<file path="src/sv/srb_pkg.sv">
// Package: shared types, command and status codes for the suspend readiness barrier.
package srb_pkg;

  localparam int MAX_DELAYS  = 16;
  localparam int SLOT_BITS   = 4;
  localparam int CLIENT_BITS = 8;

  localparam logic [2:0] CMD_REGISTER   = 3'd0;
  localparam logic [2:0] CMD_UNREGISTER = 3'd1;
  localparam logic [2:0] CMD_ACK        = 3'd2;
  localparam logic [2:0] CMD_CLIENT_GONE = 3'd3;
  localparam logic [2:0] CMD_PREPARE    = 3'd4;
  localparam logic [2:0] CMD_FINISH     = 3'd5;
  localparam logic [2:0] CMD_TICK       = 3'd6;
  localparam logic [2:0] CMD_RESERVED   = 3'd7;  // no operation, status ok

  localparam logic [2:0] ST_OK            = 3'd0;
  localparam logic [2:0] ST_UNKNOWN       = 3'd1;
  localparam logic [2:0] ST_WRONG_SUSPEND = 3'd2;
  localparam logic [2:0] ST_NOT_AWAITED   = 3'd3;
  localparam logic [2:0] ST_FULL          = 3'd4;

  localparam logic [1:0] CFG_MAX_WAIT  = 2'd0;
  localparam logic [1:0] CFG_DARK_MIN  = 2'd1;
  localparam logic [1:0] CFG_FIRST_ID  = 2'd2;

  typedef struct packed {
    logic [2:0]  cmd;
    logic [31:0] dly_ident;
    logic [31:0] timeout_ticks;
    logic [7:0]  client_id;
    logic [31:0] susp_num;
    logic        dark_resume;
  } srb_in_t;

  typedef struct packed {
    logic        ready_notify;
    logic [31:0] ready_susp_num;
    logic [31:0] assigned_ident;
    logic [2:0]  status;
    logic        ready_now;
  } srb_out_t;

  // controller -> datapath commands
  typedef struct packed {
    logic load;     // capture the input item
    logic scan;     // run the table scan (max timeout)
    logic execute;  // apply the command
    logic emit;     // present the result
  } srb_ctl_t;

endpackage

</file>
<file path="src/sv/srb_ctrl.sv">
// Controller: sequences load, timeout scan, execute and result strobe.
module srb_ctrl (
  input  logic              clk,
  input  logic              rst_n,
  input  logic              start,
  output logic              busy,
  output srb_pkg::srb_ctl_t ctl
);

  localparam logic [1:0] S_IDLE = 2'd0;
  localparam logic [1:0] S_SCAN = 2'd1;
  localparam logic [1:0] S_EXEC = 2'd2;
  localparam logic [1:0] S_EMIT = 2'd3;

  logic [1:0] state_r, state_nxt;

  // next state
  always_comb begin
    state_nxt = state_r;
    unique case (state_r)
      S_IDLE: if (start) state_nxt = S_SCAN;
      S_SCAN: state_nxt = S_EXEC;
      S_EXEC: state_nxt = S_EMIT;
      S_EMIT: state_nxt = S_IDLE;
      default: state_nxt = S_IDLE;
    endcase
  end

  always_ff @(posedge clk) begin
    if (!rst_n) state_r <= S_IDLE;
    else state_r <= state_nxt;
  end

  assign busy        = (state_r != S_IDLE);
  assign ctl.load    = (state_r == S_IDLE) && start;
  assign ctl.scan    = (state_r == S_SCAN);
  assign ctl.execute = (state_r == S_EXEC);
  assign ctl.emit    = (state_r == S_EMIT);

endmodule

</file>
<file path="src/sv/srb_datapath.sv">
// Datapath: delay table, identifier counter, suspend timers and result register.
module srb_datapath (
  input  logic              clk,
  input  logic              rst_n,
  input  srb_pkg::srb_ctl_t ctl,
  input  srb_pkg::srb_in_t  in_item,
  input  logic              cfg_we,
  input  logic [1:0]        cfg_idx,
  input  logic [31:0]       cfg_data,
  output srb_pkg::srb_out_t res,
  output logic              res_valid
);

  localparam int N = srb_pkg::MAX_DELAYS;
  localparam int NODES = 2 * N - 1;

  logic [31:0] max_wait_r, dark_min_r;
  srb_pkg::srb_in_t item_r;

  logic [N-1:0] valid_r, awaited_r;
  logic [31:0]  ident_r   [N];
  logic [srb_pkg::CLIENT_BITS-1:0] owner_r [N];
  logic [31:0]  timeout_r [N];
  logic [31:0]  next_id_r, cur_susp_r;
  logic [31:0]  max_left_r, min_left_r;
  logic         max_on_r, min_on_r;

  // scan results (registered in the cycle before execute)
  logic [31:0]  longest_r;
  logic [N-1:0] id_hit_r, owner_hit_r;
  logic         susp_eq_r;

  srb_pkg::srb_out_t res_r;

  // configuration registers
  always_ff @(posedge clk) begin
    if (!rst_n) begin
      max_wait_r <= 32'd10000;
      dark_min_r <= 32'd500;
    end else if (cfg_we) begin
      if (cfg_idx == srb_pkg::CFG_MAX_WAIT) max_wait_r <= cfg_data;
      if (cfg_idx == srb_pkg::CFG_DARK_MIN) dark_min_r <= cfg_data;
    end
  end

  always_ff @(posedge clk) begin
    if (ctl.load) item_r <= in_item;
  end

  // scan: per-slot compares and max timeout via a tree
  logic [31:0]  longest_c;
  logic [N-1:0] id_hit_c, owner_hit_c;
  logic [31:0]  tmo_node [NODES];
  always_comb begin
    for (int i = 0; i < N; i++) begin
      id_hit_c[i]    = valid_r[i] && (ident_r[i] == item_r.dly_ident);
      owner_hit_c[i] = valid_r[i] &&
                       (owner_r[i] == item_r.client_id[srb_pkg::CLIENT_BITS-1:0]);
      tmo_node[N-1+i] = valid_r[i] ? timeout_r[i] : 32'd0;
    end
    for (int k = N - 2; k >= 0; k--) begin
      tmo_node[k] = (tmo_node[2*k+1] > tmo_node[2*k+2]) ? tmo_node[2*k+1] : tmo_node[2*k+2];
    end
    longest_c = tmo_node[0];
  end

  always_ff @(posedge clk) begin
    if (ctl.scan) begin
      longest_r   <= (longest_c > max_wait_r) ? max_wait_r : longest_c;
      id_hit_r    <= id_hit_c;
      owner_hit_r <= owner_hit_c;
      susp_eq_r   <= (item_r.susp_num == cur_susp_r);
    end
  end

  // lowest-set selection helper
  function automatic logic [N-1:0] lowest(input logic [N-1:0] v);
    return v & (~v + 1'b1);
  endfunction

  // execute
  logic [N-1:0] valid_nxt, awaited_nxt, free_sel, id_sel, ack_sel;
  logic [31:0]  next_id_nxt, cur_susp_nxt, max_left_nxt, min_left_nxt, assigned;
  logic         max_on_nxt, min_on_nxt, notify;
  logic [2:0]   status;

  always_comb begin
    valid_nxt    = valid_r;
    awaited_nxt  = awaited_r;
    next_id_nxt  = next_id_r;
    cur_susp_nxt = cur_susp_r;
    max_left_nxt = max_left_r;
    min_left_nxt = min_left_r;
    max_on_nxt   = max_on_r;
    min_on_nxt   = min_on_r;
    notify       = 1'b0;
    assigned     = '0;
    status       = srb_pkg::ST_OK;
    free_sel     = lowest(~valid_r);
    id_sel       = lowest(id_hit_r);
    ack_sel      = lowest(id_hit_r & awaited_r);
    case (item_r.cmd)
      srb_pkg::CMD_REGISTER: begin
        if (&valid_r) status = srb_pkg::ST_FULL;
        else begin
          valid_nxt   = valid_r | free_sel;
          awaited_nxt = awaited_r & ~free_sel;
          assigned    = next_id_r;
          next_id_nxt = next_id_r + 32'd1;
        end
      end
      srb_pkg::CMD_UNREGISTER: begin
        if (id_hit_r == '0) status = srb_pkg::ST_UNKNOWN;
        else begin
          valid_nxt   = valid_r & ~id_sel;
          awaited_nxt = awaited_r & ~id_sel;
          if ((awaited_r & id_sel) != '0 && awaited_nxt == '0 && !min_on_r) begin
            max_on_nxt = 1'b0;
            notify     = 1'b1;
          end
        end
      end
      srb_pkg::CMD_ACK: begin
        if (!susp_eq_r) status = srb_pkg::ST_WRONG_SUSPEND;
        else if (ack_sel == '0) status = srb_pkg::ST_NOT_AWAITED;
        else begin
          awaited_nxt = awaited_r & ~ack_sel;
          if (awaited_nxt == '0 && !min_on_r) begin
            max_on_nxt = 1'b0;
            notify     = 1'b1;
          end
        end
      end
      srb_pkg::CMD_CLIENT_GONE: begin
        valid_nxt   = valid_r & ~owner_hit_r;
        awaited_nxt = awaited_r & ~owner_hit_r;
        if ((awaited_r & owner_hit_r) != '0 && awaited_nxt == '0 && !min_on_r) begin
          max_on_nxt = 1'b0;
          notify     = 1'b1;
        end
      end
      srb_pkg::CMD_PREPARE: begin
        cur_susp_nxt = item_r.susp_num;
        awaited_nxt  = valid_r;
        if (item_r.dark_resume) begin
          min_on_nxt   = 1'b1;
          min_left_nxt = dark_min_r;
        end else if (valid_r == '0) notify = 1'b1;
        if (valid_r != '0) begin
          max_on_nxt   = 1'b1;
          max_left_nxt = longest_r;
        end
      end
      srb_pkg::CMD_FINISH: begin
        if (!susp_eq_r) status = srb_pkg::ST_WRONG_SUSPEND;
        else begin
          max_on_nxt  = 1'b0;
          min_on_nxt  = 1'b0;
          awaited_nxt = '0;
        end
      end
      srb_pkg::CMD_TICK: begin
        if (min_on_r) begin
          if (min_left_r <= 32'd1) begin
            min_left_nxt = '0;
            min_on_nxt   = 1'b0;
            if (awaited_r == '0) begin
              max_on_nxt = 1'b0;
              notify     = 1'b1;
            end
          end else min_left_nxt = min_left_r - 32'd1;
        end
        if (max_on_nxt) begin
          if (max_left_r <= 32'd1) begin
            max_left_nxt = '0;
            max_on_nxt   = 1'b0;
            awaited_nxt  = '0;
            notify       = 1'b1;
          end else max_left_nxt = max_left_r - 32'd1;
        end
      end
      default: ;
    endcase
  end

  // state registers
  always_ff @(posedge clk) begin
    if (!rst_n) begin
      valid_r    <= '0;
      awaited_r  <= '0;
      next_id_r  <= 32'd1;
      cur_susp_r <= '0;
      max_left_r <= '0;
      min_left_r <= '0;
      max_on_r   <= 1'b0;
      min_on_r   <= 1'b0;
    end else begin
      if (cfg_we && cfg_idx == srb_pkg::CFG_FIRST_ID) next_id_r <= cfg_data;
      if (ctl.execute) begin
        valid_r    <= valid_nxt;
        awaited_r  <= awaited_nxt;
        next_id_r  <= next_id_nxt;
        cur_susp_r <= cur_susp_nxt;
        max_left_r <= max_left_nxt;
        min_left_r <= min_left_nxt;
        max_on_r   <= max_on_nxt;
        min_on_r   <= min_on_nxt;
      end
    end
  end

  // slot payload write on register
  always_ff @(posedge clk) begin
    for (int i = 0; i < N; i++) begin
      if (ctl.execute && item_r.cmd == srb_pkg::CMD_REGISTER && !(&valid_r) &&
          free_sel[i]) begin
        ident_r[i]   <= next_id_r;
        owner_r[i]   <= item_r.client_id[srb_pkg::CLIENT_BITS-1:0];
        timeout_r[i] <= item_r.timeout_ticks;
      end
    end
  end

  // result register; ready_now is derived from the state committed at execute
  always_ff @(posedge clk) begin
    if (ctl.execute) begin
      res_r.ready_notify   <= notify;
      res_r.ready_susp_num <= cur_susp_nxt;
      res_r.assigned_ident <= assigned;
      res_r.status         <= status;
      res_r.ready_now      <= (awaited_nxt == '0) && !min_on_nxt;
    end
  end

  // result strobe during the controller's emit cycle
  assign res       = res_r;
  assign res_valid = ctl.emit;

endmodule

</file>
<file path="src/sv/suspend_readiness_barrier_top.sv">
// Top level: suspend readiness barrier, controller plus datapath.
// Usage:
//   Input channel: drive in_item and pulse start while busy is low; the
//   command is taken at that edge and busy rises for the following cycles.
//   Result channel: out_valid is high for exactly one cycle carrying
//   out_item; the receiver cannot stall and must take it in that cycle.
//   Every command yields exactly one result.
//   Sequence: after the accepting edge the controller steps through the
//   table scan, execute and emit states, and out_valid is high in emit;
//   one command occupies the block through load, table scan, execute and
//   emit, and a new command is taken only once busy is low again, set by
//   the controller sequence around the single 16-slot table scan.
//   Configuration: cfg_valid/cfg_ready with cfg_index and cfg_data; ready
//   is always high; write only while busy is low. Index 2 also reloads the
//   next identifier.
//   Reset (rst_n low, synchronous): table empty, timers off, suspend number
//   zero, registers at their default values.
module suspend_readiness_barrier_top (
  input  logic              clk,
  input  logic              rst_n,
  input  logic              start,
  output logic              busy,
  input  srb_pkg::srb_in_t  in_item,
  output logic              out_valid,
  output srb_pkg::srb_out_t out_item,
  input  logic              cfg_valid,
  output logic              cfg_ready,
  input  logic [1:0]        cfg_index,
  input  logic [31:0]       cfg_data
);

  srb_pkg::srb_ctl_t ctl;

  assign cfg_ready = 1'b1;

  srb_ctrl u_ctrl (
    .clk   (clk),
    .rst_n (rst_n),
    .start (start),
    .busy  (busy),
    .ctl   (ctl)
  );

  srb_datapath u_dp (
    .clk       (clk),
    .rst_n     (rst_n),
    .ctl       (ctl),
    .in_item   (in_item),
    .cfg_we    (cfg_valid),
    .cfg_idx   (cfg_index),
    .cfg_data  (cfg_data),
    .res       (out_item),
    .res_valid (out_valid)
  );

endmodule

</file>
<file path="config.mk">
export PLATFORM = sky130hd
export DESIGN_NAME = suspend_readiness_barrier_top
export DESIGN_NICKNAME = d
export VERILOG_FILES = /design/src/sv/srb_pkg.sv /design/src/sv/srb_ctrl.sv /design/src/sv/srb_datapath.sv /design/src/sv/suspend_readiness_barrier_top.sv
export SDC_FILE = /design/constraint.sdc
export NUM_CORES = 2
export LEC_CHECK = 0
export BUFFER_PORTS_ARGS = -buffer_cell sky130_fd_sc_hd__buf_4
export CAP_MARGIN = 40
export CORE_MARGIN = 2
export CORE_UTILIZATION = 37
export CTS_CLUSTER_DIAMETER = 150
export DETAILED_ROUTE_END_ITERATION = 16
export PLACE_DENSITY = 0.58
export SLEW_MARGIN = 20
export SYNTH_ARGS = -nofsm -noshare
export SYNTH_HDL_FRONTEND = slang
export SYNTH_HIERARCHICAL = 1
export SYNTH_SLANG_ARGS = --single-unit
export TNS_END_PERCENT = 20
</file>
<file path="constraint.sdc">
create_clock -name clk -period 34.1 [get_ports clk]
set_input_delay 5.115 -clock clk [delete_from_list [all_inputs] [get_ports clk]]
set_output_delay 5.115 -clock clk [all_outputs]
set_load 0.02 [all_outputs]
</file>
==> summary.txt <==
Timing
  – Fmax: 0.06151 GHz
  – RSZ-0062 raised after global routing: false
  – Total negative slack: 0 ns
  – Fin. Hold Viols: 0
  – Slew Viols, Final: 0
  – Part of the cycle the worst path needs: 47.67%
  – Min Clock Period, post-route: 16.26 ns
  – Worst hold slack: 0.4558 ns
  – Worst slew pin tran: 0.9929 ns
  – Setup violators final: 0
  – Clock skew: 0.05181 ns
  – Setup slack after layout: 17.84 ns
  – Max-slew headroom: 33.81%

Cells and area
  – FF+latch area: 0.04645 mm2
  – Fin nets: 8492
  – Final Cell Area: 0.09679 mm2
  – Filler Cells Inserted: 21171
  – Synth-to-Final Area Change: 14.56%
  – Area of the multi-input gates: 0.03536 mm2
  – Layout cells sized above 1: 11.28%

Clock network
  – Num CTS Buffers: 177
  – Post-cts resize count: 0
  – H-tree levels: 4
  – Total setup buffers inserted after CTS: 0
  – Number of clock sinks: 1622
  – Worst-case clock buffer depth: 3
  – Skew-Pair Late Insertion Delay: 0.86 ns
  – Clk pin slew, worst setup/hold paths: 0.06 ns
  – Root Buffer: clkbuf_16
  – CTS tree: done
  – CTS Hold Buffers Added: 0

Placement
  – I/O Buffers: 216
  – GP Congestion: 0.9629
  – Post-detail-place hpwl: 194.0 mm
  – Setup WS pre-CTS: 17.60 ns
  – Dpl cell area: 0.09080 mm2

Floorplan
  – Core area: 0.2273 mm2
  – Die height: 481.9 um
  – Initial Util: 37.17%
  – Ports: 218
  – Chip Width: 481.9 um
  – Row count: 175
  – Die area: 0.2322 mm2

Routing
  – DR pass1 iterations: 6
  – Residual DRC: 0
  – Routed vias/inst: 5.640
  – Routed via count: 62038
  – Starting DRT DRC Count: 6297
  – WL/cell: 25.54 um
  – Final wirelength: 281.0 mm
  – DRT antenna net count: 1

Critical path
  – Worst path arrival time: 16.81 ns
  – Required time of the critical path: 34.65 ns
  – Slowest cell on crit path: a221oi_1
  – R2r endpoint: u_dp/longest_r[20]$_DFFE_PP_
  – R2R setup slack: 17.84 ns
  – Crit path launch type: register
  – Crit-path max cell delay: 0.89 ns
  – CP endpoint kind: register
  – Worst Path Buf+Inv: 8
  – Crit path max fanout: 82
  – Kind of critical path: register to register
  – Worst R2R Start: u_dp/valid_r[13]$_SDFFE_PN0P_
  – CP top delay family: compound AO/OA/AOI/OAI gates
  – Worst reg-to-reg path cell count: 64
  – Crit-path most repeated cell: a21o_1

Global routing
  – Largest net degree at the start of global routing: 183
  – GRT Total Usage: 23.70%
  – Initial antenna violation count: 19
  – Number of global-route vias before repair: 58818
  – Grt ovf: 0
  – First-pass GRT wire length: 405.4 mm

Yosys
  – Number of synthesized register bits: 1622
  – Distinct cells, synth: 112
  – Syn Nets: 8272
  – Register area share after synthesis: 54.95%
  – Asr flop ratio synth: 0%
  – Mapped Cells: 7615
  – Synth Flop Type: edfxtp_1
  – Mean Syn Cell Area: 11.10 um2
  – Cell area after synthesis: 0.08449 mm2
  – Post-synth EDFFs: 1394
  – Synthesis Warnings: 6

Outcome
  – Failing checks: antenna rules
  – Outcome: finished with violations

Power
  – Leakage: 35.73 nW
  – Power density cells: 60.48 mW/mm2
  – Worst ir drop on vdd: 79.96 uV
  – Total Power: 5.854 mW

Min path
  – Worst hold path depth: 2
  – Hold worst-path end: u_dp/dark_min_r[26]$_SDFFE_PN0P_
  – Hold Crit Start: u_dp/dark_min_r[26]$_SDFFE_PN0P_
  – Worst hold path type: register to register

Job
  – # Max-Cap Violations: 0
## registers in the layout, indices dropped and copies added (netlist names)
signal and count:
u_dp/longest_r 32, u_dp/item_r 108, u_dp/awaited_r 16, u_dp/owner_hit_r 16, u_dp/min_left_r 32, u_dp/susp_eq_r 1, u_dp/dark_min_r 32, u_ctrl/state_r 2
u_dp/max_on_r 1, u_dp/min_on_r 1, u_dp/id_hit_r 16, u_dp/timeout_r 512, u_dp/max_wait_r 32, u_dp/valid_r 16, u_dp/cur_susp_r 32, u_dp/next_id_r 32
u_dp/res 69, u_dp/max_left_r 32, u_dp/owner_r 128, u_dp/ident_r 512
## final cells by class
type                       instances  share of cell area, %
antenna                           12                0.03102
inverter                         373                  1.452
clock buffer                     226                  4.841
clock inverter                    97                  1.183
multi-input combinational       5220                  36.53
tap                             3009                  3.890
sequential                      1622                  47.99
timing repair buffer             441                  4.085
## worst register-to-register path, delay by kind of cell (launching register included)
| kind | cells | cell delay (ns) |
|---|---|---|
| compound gates | 36 | 7.61 |
| buf+inv | 8 | 2.34 |
| mux | 3 | 1.18 |
| simple gates | 12 | 2.76 |
| flops | 1 | 0.61 |
| fa+ha+maj | 5 | 1.45 |
## cell families after synthesis
group | count (synthesis) | synth area share, %
AND/OR/NAND/NOR | 2425 | 13.75
flip-flops | 1622 | 54.95
AO/OA/AOI/OAI | 1421 | 10.77
buffers and inverters | 773 | 3.530
XOR/XNOR | 691 | 7.163
adder cells (fa/ha/maj) | 512 | 7.579
multiplexers | 170 | 2.254
other | 1 | 0.004438
## synth_stat cells, types with 15 or more instances
| master | number | area share (%) |
|---|---|---|
| buf_1 | 33 | 0.15 |
| nor2b_1 | 36 | 0.27 |
| clkbuf_1 | 342 | 1.5 |
| o22ai_1 | 18 | 0.13 |
| a311oi_1 | 35 | 0.36 |
| nor2_1 | 368 | 1.6 |
| o211ai_1 | 26 | 0.23 |
| mux2i_1 | 104 | 1.2 |
| and4_1 | 19 | 0.20 |
| xnor2_1 | 511 | 5.3 |
| nor3_1 | 128 | 0.76 |
| o21ai_0 | 411 | 2.4 |
| nand2b_1 | 23 | 0.17 |
| and3_1 | 66 | 0.49 |
| ha_1 | 511 | 7.6 |
| mux2_2 | 36 | 0.48 |
| nand4_1 | 241 | 1.8 |
| a21o_1 | 80 | 0.71 |
| o221ai_1 | 15 | 0.16 |
| a31oi_1 | 18 | 0.13 |
| a22oi_1 | 31 | 0.28 |
| a221oi_1 | 39 | 0.40 |
| dfxtp_1 | 228 | 5.4 |
| nand2_1 | 961 | 4.3 |
| and2_1 | 154 | 1.1 |
| o31ai_1 | 43 | 0.38 |
| a211oi_1 | 61 | 0.54 |
| nand3_1 | 219 | 1.3 |
| inv_1 | 371 | 1.6 |
| a21boi_0 | 17 | 0.15 |
| or3_1 | 20 | 0.15 |
| nor4_1 | 122 | 0.90 |
| edfxtp_1 | 1394 | 50 |
| xor2_1 | 180 | 1.9 |
| mux2i_2 | 24 | 0.39 |
| a21oi_1 | 417 | 2.5 |
| a221oi_2 | 24 | 0.43 |
| o21a_1 | 63 | 0.56 |
## how the worst max path moves through the flow
stage	from	endpoint	cells past startpoint
finish	u_dp/valid_r[13]$_SDFFE_PN0P_	u_dp/longest_r[20]$_DFFE_PP_	64
CTS	u_dp/valid_r[7]$_SDFFE_PN0P_	u_dp/longest_r[5]$_DFFE_PP_	67
global route	u_dp/valid_r[7]$_SDFFE_PN0P_	u_dp/longest_r[20]$_DFFE_PP_	67
detailed placement	u_dp/valid_r[7]$_SDFFE_PN0P_	u_dp/longest_r[17]$_DFFE_PP_	67
floorplan	u_dp/valid_r[13]$_SDFFE_PN0P_	u_dp/longest_r[21]$_DFFE_PP_	67
global placement	u_dp/valid_r[7]$_SDFFE_PN0P_	u_dp/longest_r[20]$_DFFE_PP_	66
## power by group
part           internal [mW]  total [mW]  switching [mW]
Combinational          0.497        1.44           0.943
Clock                   1.10        1.94           0.845
Sequential              2.35        2.47           0.117
Total                   3.95        5.85            1.91
## stage by stage
step	utilization [%]	cells
2_1_floorplan	-	7615
3_3_place_gp	39.49	10594
3_5_place_dp	39.95	10657
4_1_cts	42.52	10980
5_1_grt	42.58	10992
6_report	42.59	11000
## cells in the final DEF (no fill, tap or decap), types with 39 or more instances in the layout
cell type  instances
a211oi_1          61
a21o_1            80
a21oi_1          415
a221oi_1          39
and2_1           153
and3_1            66
buf_4            375
clkbuf_1          44
clkbuf_16        179
dfxtp_1          204
edfxtp_1        1394
ha_1             509
inv_1            371
mux2i_1          104
nand2_1          958
nand3_1          219
nand4_1          241
nor2_1           363
nor3_1           113
nor4_1           118
o21a_1            63
o21ai_0          411
o31ai_1           43
xnor2_1          511
xor2_1           180
## routing by layer
layer	GRT usage (%)	vias up	part of all wire, %
li1	-	28276	-
met1	33.85	31026	45
met2	37.53	2312	46
met3	2.952	422	6.8
met4	7.114	2	2.9
met5	0	-	0.0071
No activity file was read; power rests on OpenSTA's default activity.
